### config.mk
export PLATFORM = sky130hd
export DESIGN_NAME = pot_soft_takeover_scaler_core
export DESIGN_NICKNAME = d
export VERILOG_FILES = /design/src/hw/rtl/psts_pkg.sv /design/src/hw/rtl/pot_soft_takeover_scaler_core.sv
export VERILOG_INCLUDE_DIRS = /design/src /design/src/hw/rtl
export SDC_FILE = /design/constraint.sdc
export NUM_CORES = 2
export LEC_CHECK = 0
export BUFFER_PORTS_ARGS = -buffer_cell sky130_fd_sc_hd__buf_2
export CAP_MARGIN = 20
export CORE_MARGIN = 2
export CORE_UTILIZATION = 57
export DETAILED_ROUTE_END_ITERATION = 7
export PLACE_DENSITY = 0.78
export SYNTH_ARGS = -nofsm -noshare
export SYNTH_HDL_FRONTEND = slang
export SYNTH_SLANG_ARGS = --single-unit
### constraint.sdc
create_clock -name clk -period 6.3 [get_ports clk]
set_input_delay 0.315 -clock clk [delete_from_list [all_inputs] [get_ports clk]]
set_output_delay 0.315 -clock clk [all_outputs]
set_load 0.005 [all_outputs]
### src/hw/rtl/assert_macros.svh
// Assertion macros shared by the RTL. Define ASSERT_OFF to compile them away.
`ifndef ASSERT_MACROS_SVH
`define ASSERT_MACROS_SVH

`ifndef ASSERT_OFF
`define ASSERT_IMPLY(lbl, clk, rst_n, ante, cons) \
    lbl: assert property (@(posedge clk) disable iff (!rst_n) (ante) |-> (cons)) \
        else $error("assertion failed");
`define ASSERT_NEXT(lbl, clk, rst_n, ante, cons) \
    lbl: assert property (@(posedge clk) disable iff (!rst_n) (ante) |=> (cons)) \
        else $error("assertion failed");
`else
`define ASSERT_IMPLY(lbl, clk, rst_n, ante, cons)
`define ASSERT_NEXT(lbl, clk, rst_n, ante, cons)
`endif

`endif

### src/hw/rtl/psts_pkg.sv
// ----------------------------------------------------------------------------
// Pot soft-takeover scaler package
// Constants, widths and result codes shared by the scaler core.
// ----------------------------------------------------------------------------
`default_nettype none

package psts_pkg;

    localparam int NUM_POTS_DEF = 3;
    localparam int POS_W        = 17;
    localparam int VAL_W        = 32;
    localparam int SNAP_INPUTS  = 3;

    localparam logic [POS_W-1:0] JUMP_MIN    = 17'd656;
    localparam logic [POS_W-1:0] SNAP_HIGH   = 17'd65209;
    localparam logic [POS_W-1:0] SNAP_LOW    = 17'd327;
    localparam logic [POS_W:0]   FULL_TRAVEL = 18'd65536;

    // Dividend is |value range| (32 bits) times |dx| (10 bits).
    localparam int DXM_W = 10;
    localparam int QUO_W = VAL_W + DXM_W;

    typedef enum logic [2:0] {
        OUT_NOT_PRIMED = 3'd0,
        OUT_JUMP       = 3'd1,
        OUT_SNAP_MAX   = 3'd2,
        OUT_SNAP_MIN   = 3'd3,
        OUT_SCALED     = 3'd4,
        OUT_RECORDED   = 3'd5
    } outcome_t;

endpackage

`default_nettype wire

### src/hw/rtl/pot_soft_takeover_scaler_core.sv
// ----------------------------------------------------------------------------
// Pot soft-takeover scaler core
// Moves a parameter value in step with a pot, scaled to the travel left.
// ----------------------------------------------------------------------------
// Usage: the input channel (in_valid, in_stall) carries one item: either a
// record of all pot positions, which primes the block, or an update from one
// pot together with the current value and its limits. Each item yields one
// result item (value_out, outcome) on the output channel (out_valid,
// out_stall). Records, ignored moves, snaps and scaled moves with a zero pot
// range pass from acceptance through the classification to the load of the
// output register. A scaled move passes through the classification, the 32
// by 10 bit multiply, the restoring divider that produces one quotient bit a
// cycle, the final add with saturation and the load of the output register.
// in_stall is high from acceptance until the result is loaded into the
// output register, so a new item is taken only after that load: the block
// works on one item at a time. A new item may be taken while an earlier
// result still waits. If the receiver stalls, the result is held and a
// finished item waits until the output register is free. Reset clears the
// stored positions, the primed flag and all control state; the block is then
// idle and ready to accept an item.
// ----------------------------------------------------------------------------
`default_nettype none

`include "assert_macros.svh"

module pot_soft_takeover_scaler_core #(
    parameter int NUM_POTS = psts_pkg::NUM_POTS_DEF
) (
    input  logic                                clk,
    input  logic                                rst_n,
    input  logic                                in_valid,
    output logic                                in_stall,
    input  logic                                kind,
    input  logic [1:0]                          pot_index,
    input  logic [psts_pkg::POS_W-1:0]          pot_position,
    input  logic [psts_pkg::POS_W-1:0]          snap_pot_zero,
    input  logic [psts_pkg::POS_W-1:0]          snap_pot_one,
    input  logic [psts_pkg::POS_W-1:0]          snap_pot_two,
    input  logic signed [psts_pkg::VAL_W-1:0]   value_in,
    input  logic signed [psts_pkg::VAL_W-1:0]   value_min,
    input  logic signed [psts_pkg::VAL_W-1:0]   value_max,
    output logic                                out_valid,
    input  logic                                out_stall,
    output logic signed [psts_pkg::VAL_W-1:0]   value_out,
    output logic [2:0]                          outcome
);

    localparam int POS_W = psts_pkg::POS_W;
    localparam int VAL_W = psts_pkg::VAL_W;
    localparam int QUO_W = psts_pkg::QUO_W;
    localparam int DXM_W = psts_pkg::DXM_W;
    localparam int IW    = (NUM_POTS > 1) ? $clog2(NUM_POTS) : 1;
    localparam int CNT_W = $clog2(QUO_W);

    typedef enum logic [2:0] {
        ST_IDLE,
        ST_EVAL,
        ST_MUL,
        ST_DIV,
        ST_SUM,
        ST_OUT
    } state_t;

    state_t                     state_reg;
    logic [POS_W-1:0]           prev_reg [NUM_POTS];
    logic                       primed_reg;
    logic                       kind_reg;
    logic [1:0]                 pot_index_reg;
    logic [POS_W-1:0]           pos_reg;
    logic signed [VAL_W-1:0]    val_reg;
    logic signed [VAL_W-1:0]    vmin_reg;
    logic signed [VAL_W-1:0]    vmax_reg;
    logic [VAL_W-1:0]           vmag_reg;
    logic [DXM_W-1:0]           dxmag_reg;
    logic [POS_W-1:0]           div_reg;
    logic                       neg_reg;
    logic [QUO_W-1:0]           quo_reg;
    logic [POS_W-1:0]           rem_reg;
    logic [CNT_W-1:0]           cnt_reg;
    logic signed [VAL_W-1:0]    result_reg;
    psts_pkg::outcome_t         outcome_reg;
    logic                       out_valid_reg;
    logic signed [VAL_W-1:0]    value_out_reg;
    logic [2:0]                 outcome_out_reg;

    logic                       accept;
    logic [POS_W-1:0]           snap_arr [psts_pkg::SNAP_INPUTS];
    logic [IW+1:0]              idx_ext;
    logic                       idx_ok;
    logic [POS_W-1:0]           prev_sel;
    logic signed [POS_W:0]      dx;
    logic [POS_W:0]             adx;
    logic                       inc;
    logic                       jump;
    logic signed [VAL_W:0]      vrange;
    logic [VAL_W:0]             vrange_mag;
    logic signed [POS_W:0]      prange;
    logic [POS_W:0]             prange_mag;
    logic [POS_W+1:0]           trial;
    logic signed [QUO_W:0]      q_signed;
    logic signed [QUO_W+1:0]    sum;
    logic signed [VAL_W-1:0]    sum_sat;
    logic                       out_free;

    assign accept   = in_valid && !in_stall;
    assign in_stall = (state_reg != ST_IDLE);
    assign out_free = !out_valid_reg || !out_stall;

    assign snap_arr[0] = snap_pot_zero;
    assign snap_arr[1] = snap_pot_one;
    assign snap_arr[2] = snap_pot_two;

    // Classification of an update against the stored snapshot.
    assign idx_ext    = (IW + 2)'(pot_index_reg);
    assign idx_ok     = (32'(pot_index_reg) < NUM_POTS);
    assign prev_sel   = prev_reg[idx_ext[IW-1:0]];
    assign dx         = $signed({1'b0, pos_reg}) - $signed({1'b0, prev_sel});
    assign adx        = dx[POS_W] ? (POS_W + 1)'(-dx) : dx;
    assign inc        = !dx[POS_W] && (dx != '0);
    assign jump       = (adx >= {1'b0, psts_pkg::JUMP_MIN});
    assign vrange     = inc ? ({vmax_reg[VAL_W-1], vmax_reg} - {val_reg[VAL_W-1], val_reg})
                            : ({val_reg[VAL_W-1], val_reg} - {vmin_reg[VAL_W-1], vmin_reg});
    assign vrange_mag = vrange[VAL_W] ? (VAL_W + 1)'(-vrange) : vrange;
    assign prange     = inc ? $signed(psts_pkg::FULL_TRAVEL - {1'b0, prev_sel})
                            : $signed({1'b0, prev_sel});
    assign prange_mag = prange[POS_W] ? (POS_W + 1)'(-prange) : prange;

    // Restoring divider step: one quotient bit a cycle.
    assign trial    = {1'b0, rem_reg, quo_reg[QUO_W-1]} - {2'b00, div_reg};

    assign q_signed = neg_reg ? (QUO_W + 1)'(-$signed({1'b0, quo_reg}))
                              : $signed({1'b0, quo_reg});
    assign sum      = (QUO_W + 2)'(val_reg) + (QUO_W + 2)'(q_signed);

    always_comb
    begin
        if (sum > (QUO_W + 2)'(signed'(32'sh7FFF_FFFF)))
        begin
            sum_sat = 32'sh7FFF_FFFF;
        end
        else if (sum < (QUO_W + 2)'(signed'(32'sh8000_0000)))
        begin
            sum_sat = 32'sh8000_0000;
        end
        else
        begin
            sum_sat = sum[VAL_W-1:0];
        end
    end

    always_ff @(posedge clk or negedge rst_n)
    begin
        if (!rst_n)
        begin
            state_reg       <= ST_IDLE;
            primed_reg      <= 1'b0;
            for (int i = 0; i < NUM_POTS; i++)
            begin
                prev_reg[i] <= '0;
            end
            kind_reg        <= 1'b0;
            pot_index_reg   <= '0;
            pos_reg         <= '0;
            val_reg         <= '0;
            vmin_reg        <= '0;
            vmax_reg        <= '0;
            vmag_reg        <= '0;
            dxmag_reg       <= '0;
            div_reg         <= '0;
            neg_reg         <= 1'b0;
            quo_reg         <= '0;
            rem_reg         <= '0;
            cnt_reg         <= '0;
            result_reg      <= '0;
            outcome_reg     <= psts_pkg::OUT_NOT_PRIMED;
            out_valid_reg   <= 1'b0;
            value_out_reg   <= '0;
            outcome_out_reg <= '0;
        end
        else
        begin
            if (out_valid_reg && !out_stall && (state_reg != ST_OUT))
            begin
                out_valid_reg <= 1'b0;
            end

            case (state_reg)
                ST_IDLE:
                begin
                    if (accept)
                    begin
                        kind_reg      <= kind;
                        pot_index_reg <= pot_index;
                        pos_reg       <= pot_position;
                        val_reg       <= value_in;
                        vmin_reg      <= value_min;
                        vmax_reg      <= value_max;
                        if (!kind)
                        begin
                            for (int i = 0; i < NUM_POTS; i++)
                            begin
                                prev_reg[i] <= (i < psts_pkg::SNAP_INPUTS)
                                               ? snap_arr[i % psts_pkg::SNAP_INPUTS] : '0;
                            end
                            primed_reg <= 1'b1;
                        end
                        state_reg <= ST_EVAL;
                    end
                end

                ST_EVAL:
                begin
                    result_reg <= val_reg;
                    state_reg  <= ST_OUT;
                    if (!kind_reg)
                    begin
                        outcome_reg <= psts_pkg::OUT_RECORDED;
                    end
                    else if (!primed_reg)
                    begin
                        outcome_reg <= psts_pkg::OUT_NOT_PRIMED;
                    end
                    else if (!idx_ok || jump)
                    begin
                        outcome_reg <= psts_pkg::OUT_JUMP;
                    end
                    else if (inc && (pos_reg >= psts_pkg::SNAP_HIGH))
                    begin
                        result_reg  <= vmax_reg;
                        outcome_reg <= psts_pkg::OUT_SNAP_MAX;
                    end
                    else if (!inc && (pos_reg <= psts_pkg::SNAP_LOW))
                    begin
                        result_reg  <= vmin_reg;
                        outcome_reg <= psts_pkg::OUT_SNAP_MIN;
                    end
                    else
                    begin
                        outcome_reg <= psts_pkg::OUT_SCALED;
                        if (prange != '0)
                        begin
                            vmag_reg  <= vrange_mag[VAL_W-1:0];
                            dxmag_reg <= adx[DXM_W-1:0];
                            div_reg   <= prange_mag[POS_W-1:0];
                            neg_reg   <= vrange[VAL_W] ^ dx[POS_W] ^ prange[POS_W];
                            state_reg <= ST_MUL;
                        end
                    end
                end

                ST_MUL:
                begin
                    quo_reg   <= vmag_reg * dxmag_reg;
                    rem_reg   <= '0;
                    cnt_reg   <= CNT_W'(QUO_W - 1);
                    state_reg <= ST_DIV;
                end

                ST_DIV:
                begin
                    if (trial[POS_W+1])
                    begin
                        rem_reg <= {rem_reg[POS_W-2:0], quo_reg[QUO_W-1]};
                        quo_reg <= {quo_reg[QUO_W-2:0], 1'b0};
                    end
                    else
                    begin
                        rem_reg <= trial[POS_W-1:0];
                        quo_reg <= {quo_reg[QUO_W-2:0], 1'b1};
                    end
                    cnt_reg <= cnt_reg - 1'b1;
                    if (cnt_reg == '0)
                    begin
                        state_reg <= ST_SUM;
                    end
                end

                ST_SUM:
                begin
                    result_reg <= sum_sat;
                    state_reg  <= ST_OUT;
                end

                ST_OUT:
                begin
                    if (out_free)
                    begin
                        value_out_reg   <= result_reg;
                        outcome_out_reg <= outcome_reg;
                        out_valid_reg   <= 1'b1;
                        state_reg       <= ST_IDLE;
                    end
                end

                default:
                begin
                    state_reg <= ST_IDLE;
                end
            endcase
        end
    end

    assign out_valid = out_valid_reg;
    assign value_out = value_out_reg;
    assign outcome   = outcome_out_reg;

    `ASSERT_NEXT(a_accept_to_eval, clk, rst_n, accept, state_reg == ST_EVAL)
    `ASSERT_IMPLY(a_div_nonzero, clk, rst_n, state_reg == ST_DIV, div_reg != '0)
    `ASSERT_NEXT(a_load_from_out, clk, rst_n, (state_reg == ST_OUT) && out_free, out_valid && (state_reg == ST_IDLE))
    `ASSERT_IMPLY(a_outcome_code, clk, rst_n, out_valid, outcome <= 3'(psts_pkg::OUT_RECORDED))

endmodule

`default_nettype wire
; ---- Word-level counts from Yosys, hierarchy flattened
; Cells that the tools add are included.
[op_classes]
addsub = 11
reduce_logical = 26
bitwise_logic = 7
n_mul = 1
magnitude_cmp = 7
mux = 40
eq_ne = 9
[op_table]
columns = cell, count
row1 = 2-to-1 mux 32 bit, 8
row2 = case mux 42 bit (2 select lines), 1
row3 = 2-to-1 mux 17 bit, 4
row4 = subtractor 32 x 32 -> 33 bit, 2
row5 = case mux 32 bit (2 select lines), 1
row6 = adder 32 x 43 -> 44 bit, 1
row7 = > comparator 44 x 32 -> 1 bit (second input constant), 1
row8 = less-than comparator 44 x 32 -> 1 bit (second input constant), 1
row9 = 2-to-1 mux 43 bit, 1
row10 = negator 42 -> 43 bit, 1
row11 = multiplier 32 x 10 -> 42 bit, 1
row12 = 2-to-1 mux 3 bit, 14
row13 = 2-to-1 mux 18 bit, 2
row14 = nonzero test 18 bit, 2
row15 = binary-select mux 17 bit (select 2 bit), 1
row16 = case mux 17 bit (2 select lines), 1
row17 = 2-to-1 mux 33 bit, 1
row18 = negator 32 bit, 1
row19 = subtractor 18 x 17 -> 19 bit, 1
row20 = greater-or-equal comparator 18 x 10 -> 1 bit (second input constant), 1
row21 = negator 18 bit, 1
row22 = case mux 3 bit (6 select lines), 1
row23 = subtractor 17 x 17 -> 18 bit, 1
row24 = subtractor 17 x 17 -> 18 bit (first input constant), 1
row25 = 26 further kinds, 51
[totals]
reg_bits = 367
wordCells = 124
out_inout_bits = 37
inputBits = 171

; ---- Depth between registers and ports, before layout
[logic_depth]
ltp_word = 16
mapped_depth = 28
depth_no_buf = 25

; ---- Least setup slack after synthesis
; No wires, ideal clock.
[synth_path]
path_kind = register to register
from = register quo_reg[10]
to = register result_reg[25]
setup_time_ps = 121
path_buffers = 2
required_ps = 6179
period_less_slack_ps = 6464
path_stages_with_launch = 24
t_arrival_ps = 6343
setup_slack_ps = -164
path_cell_list = dfrtp_1 > or4_1 > nor4_1 > nand2b_1 > or3_1 > or3_1 > or3_1 > or3_1 > o41ai_1 > xnor2_1 > ha_1 > clkbuf_1 > nand4_1 > or2_2 > or4_1 > o211ai_1 > nand2_1 > xnor2_1 > a2111oi_0 > nand4b_1 > o31ai_1 > clkbuf_1 > o21ai_0 > a22o_1
[synth_between]
elab_chain_cells = 7
word_cells_on_any_way = 8
cone_classes = 2 x add/sub / 2 x order compare / 4 x mux
[synth_lines]
columns = item, line_no
row1 = "start, declared", pot_soft_takeover_scaler_core.sv:77  ; logic [QUO_W-1:0] quo_reg;
row2 = "start signal, assigned", pot_soft_takeover_scaler_core.sv:253  ; quo_reg <= vmag_reg * dxmag_reg;
row3 = "start signal, assigned", pot_soft_takeover_scaler_core.sv:264  ; quo_reg <= {quo_reg[QUO_W-2:0], 1'b0};
row4 = "start signal, assigned", pot_soft_takeover_scaler_core.sv:269  ; quo_reg <= {quo_reg[QUO_W-2:0], 1'b1};
row5 = negator 42 -> 43 bit, pot_soft_takeover_scaler_core.sv:131  ; assign q_signed = neg_reg ? (QUO_W + 1)'(-$signed({1'b0, quo_reg}))
row6 = 2-to-1 mux 43 bit *, pot_soft_takeover_scaler_core.sv:131
row7 = adder 32 x 43 -> 44 bit *, pot_soft_takeover_scaler_core.sv:133  ; assign sum = (QUO_W + 2)'(val_reg) + (QUO_W + 2)'(q_signed);
row8 = less-than comparator 44 x 32 -> 1 bit, pot_soft_takeover_scaler_core.sv:141  ; else if (sum < (QUO_W + 2)'(signed'(32'sh8000_0000)))
row9 = 2-to-1 mux 32 bit, pot_soft_takeover_scaler_core.sv:141
row10 = 2-to-1 mux 32 bit *, pot_soft_takeover_scaler_core.sv:137  ; if (sum > (QUO_W + 2)'(signed'(32'sh7FFF_FFFF)))
row11 = case mux 32 bit (2 select lines) *, pot_soft_takeover_scaler_core.sv:187  ; case (state_reg)
row12 = "end signal, assigned", pot_soft_takeover_scaler_core.sv:213  ; result_reg <= val_reg;
row13 = "end signal, assigned", pot_soft_takeover_scaler_core.sv:229  ; result_reg <= vmax_reg;
row14 = "end signal, assigned", pot_soft_takeover_scaler_core.sv:234  ; result_reg <= vmin_reg;
row15 = "end, declared", pot_soft_takeover_scaler_core.sv:80  ; logic signed [VAL_W-1:0] result_reg;
; Mark *: on every way between the ends. The rest lies on a longest branch, timed or not.
; A chain may end at the register's enable or synchronous reset.

; ---- Final worst setup path
[layout_path]
from = register quo_reg[10]
to = register result_reg[24]
; Same word-level chain as after synthesis.

==> results.tsv <==
metric	value	unit
hold_class	in -> reg	
drt_iter0_drc	3105	
initial_core_util	57.3	%
die_area	65100	sq um
synth.most_common_cell	nand2_1	
setup_tns	-1.08	ns
fin_crit	6.36	ns
synth_area	36000	sq um
critPathArrivalTime	6.82	ns
via_per_inst	6.13	
die_y	255	microns
grt_setup_unrepaired	true	
rows	92	
drive_gt1_share	16.0	%
drv_slew	0	
synth_area_leader_cell	dfrtp_1	
cts_tree	done	
vias	32100	
cap_violations	0	
ys_warn_count	0	
violations	DRC, setup timing	
postRouteAntennaNets	0	
crit_fanout	15	
synth_area_leaders	dfrtp_1, fa_1, ha_1	
wl_per_cell	20.9	microns
wl	110	mm
clockBufferDepth	3	
h-tree-depth	2	
pin_count	208	
synth-seq-cells	367	
grt_pass1_vias	31900	
cts_sinks	367	
outcome	complete, but fails checks	
antenna_found_initial	1	
synthCells	4009	
track_usage	33.5	%
hold_violations	0	
drtPass1Iterations	8	
power.total	25.6	mW
cp-start-kind	flop	
largest_register_ffs	51	
synth_edf_count	0	
final_nets	5009	
critPathKind	reg -> reg	
synth_top_flop_cell	dfrtp_1	
worstPathRequired	6.75	ns
syn-mean-instance-area	8.97	sq um
synth_common_cells	nand2_1, dfrtp_1, inv_1, o21ai_0, fa_1	
tightest_slew	1.04	ns
cp-end-kind	flop	
grt_max_degree	163	
vdd_drop_max	0.000697	V
power_density	611	nW/um^2
p_leak	20.3	nW
remaining_drc_errors	1	
slew-limit-headroom	30.0	%
clk_latency	0.58	ns
die_w	255	microns
yosysSeqAreaShare	25.5	%
period_share	101	%
grt_pass1_wl	172	mm
route.met3.wl	8.32	mm
setup_violations	28	
path_clk_slew	0.06	ns
clock_skew	0.0244	ns
grt_overflow_total	0	
async_reset_ff_share	100	%
layout_setup_ws	-0.0635	ns
syn_nets	4649	
gp_congestion	0.977	
area_delta_synth_final	16.5	%
top_layer_used	met5	
hpwl	79.9	mm
synth.distinct_cells	97	
coreArea	62700	sq um
cts-root-buf	clkbuf_16	
fmax	157	MHz
drt-met1-wl	43.7	mm
dr_wl_met2	51.5	mm
cts-buffers-inserted	40	
synth_top_area_share	25.5	%
portBuffers	207	
==> what timing repair did <==
action | CTS | global route
cloned | 1 | 1
endpoints found under the hold margin | 266 | 0
hold buffers | 149 | 0
buffers inserted | 1 | 11
gates resized for setup | 19 | 86
pin swaps | 1 | 21
setup endpoints to repair | 32 | 101
==> worst max-delay path, stage by stage (launching register included) <==
cell	delay, ns
dfrtp_1	0.37
or4_4	0.57
nor4_4	0.17
nand2b_1	0.11
or3_4	0.35
or3_4	0.33
or3_4	0.37
or3_4	0.36
o41ai_4	0.27
xnor2_1	0.14
ha_1	0.31
nand4_1	0.13
or2_4	0.28
or4_4	0.57
o211ai_1	0.24
nand2_1	0.12
xnor2_2	0.16
a2111oi_2	0.30
nand4b_1	0.21
o31ai_4	0.21
buf_6	0.20
buf_16	0.17
o21ai_0	0.10
a22o_1	0.20
==> layout by cell type (no fill, tap or decap), types with 33 or more instances in the layout <==
cell type,count
nand2_1,450
dfrtp_1,345
inv_1,317
o21ai_0,269
fa_1,243
ha_1,224
a21oi_1,209
buf_2,207
nor2_1,198
xnor2_1,177
dlygate4sd3_1,149
buf_4,145
and2_1,141
mux2_2,138
a21o_1,98
mux2i_1,76
xor2_1,70
a22o_1,61
nand3_1,57
nor3_1,54
mux2_1,43
clkbuf_16,42
nand2b_1,35
and3_1,33
a31oi_1,33
a221o_1,33
==> power breakdown <==
part	switching (mW)	internal (mW)
combinational	11.3	7.67
clock	1.03	1.39
sequential	0.962	3.22
total	13.3	12.3
==> kinds of logic (layout without fill, tap and decap cells) <==
kind of cell	Yosys count	after routing	synth area share, %
buffers and inverters	522	910	5.70
AOI/OAI and AO/OA	990	990	17.9
DFF	367	367	25.5
other	0	1	0
adders and majority gates	469	469	21.4
muxes	261	261	7.89
xor gates and xnor gates	249	249	6.08
and+or+nand+nor	1151	1151	15.5
==> final timing paths <==
check,startpoint,slack [ns],endpoint,cells after the start
min reg2reg,value_out[10]$_DFFE_PN0P_,0.50,value_out[10]$_DFFE_PN0P_,1
min in group asynchronous,rst_n,0.38,value_out[8]$_DFFE_PN0P_,2
max in group asynchronous,rst_n,4.59,vmag_reg[12]$_DFFE_PN0P_,3
min,pot_position[3],0.02,pos_reg[3]$_DFFE_PN0P_,2
max reg2reg,quo_reg[10]$_DFFE_PN0P_,-0.06,result_reg[24]$_DFFE_PN0P_,23
max,quo_reg[10]$_DFFE_PN0P_,-0.06,result_reg[24]$_DFFE_PN0P_,23
==> layer usage <==
metal,track usage [%],up-vias
met3,4.30,339
li1,-,14600
met1,43.1,15700
met5,0,-
met2,55.8,1485
met4,16.7,2
==> stage by stage <==
stage	instances	hold slack (ns)	setup WS, ns	instance area (sq um)	utilization, %
after detailed placement	5010	0.440	-0.198	38600	61.6
after CTS	5231	0.00113	0.000109	41500	66.2
after global placement	5010	0.433	-0.110	38600	61.6
final	5244	0.0224	-0.0635	41900	66.8
after floorplan	4009	0.0194	0.0119	36000	-
after global routing	5243	0.0174	-0.336	41900	66.8
==> area by class of cell <==
type | instances | area, sq um
multi-input cells | 3120 | 25100
fillers | 4841 | 20800
flip-flops and latches | 367 | 9210
repair buffers | 523 | 4010
inverters | 317 | 1190
clock buffers | 53 | 1130
well taps | 846 | 1060
clock inverters | 17 | 176
diodes | 1 | 2.50
(Power assumes the default switching activity.)
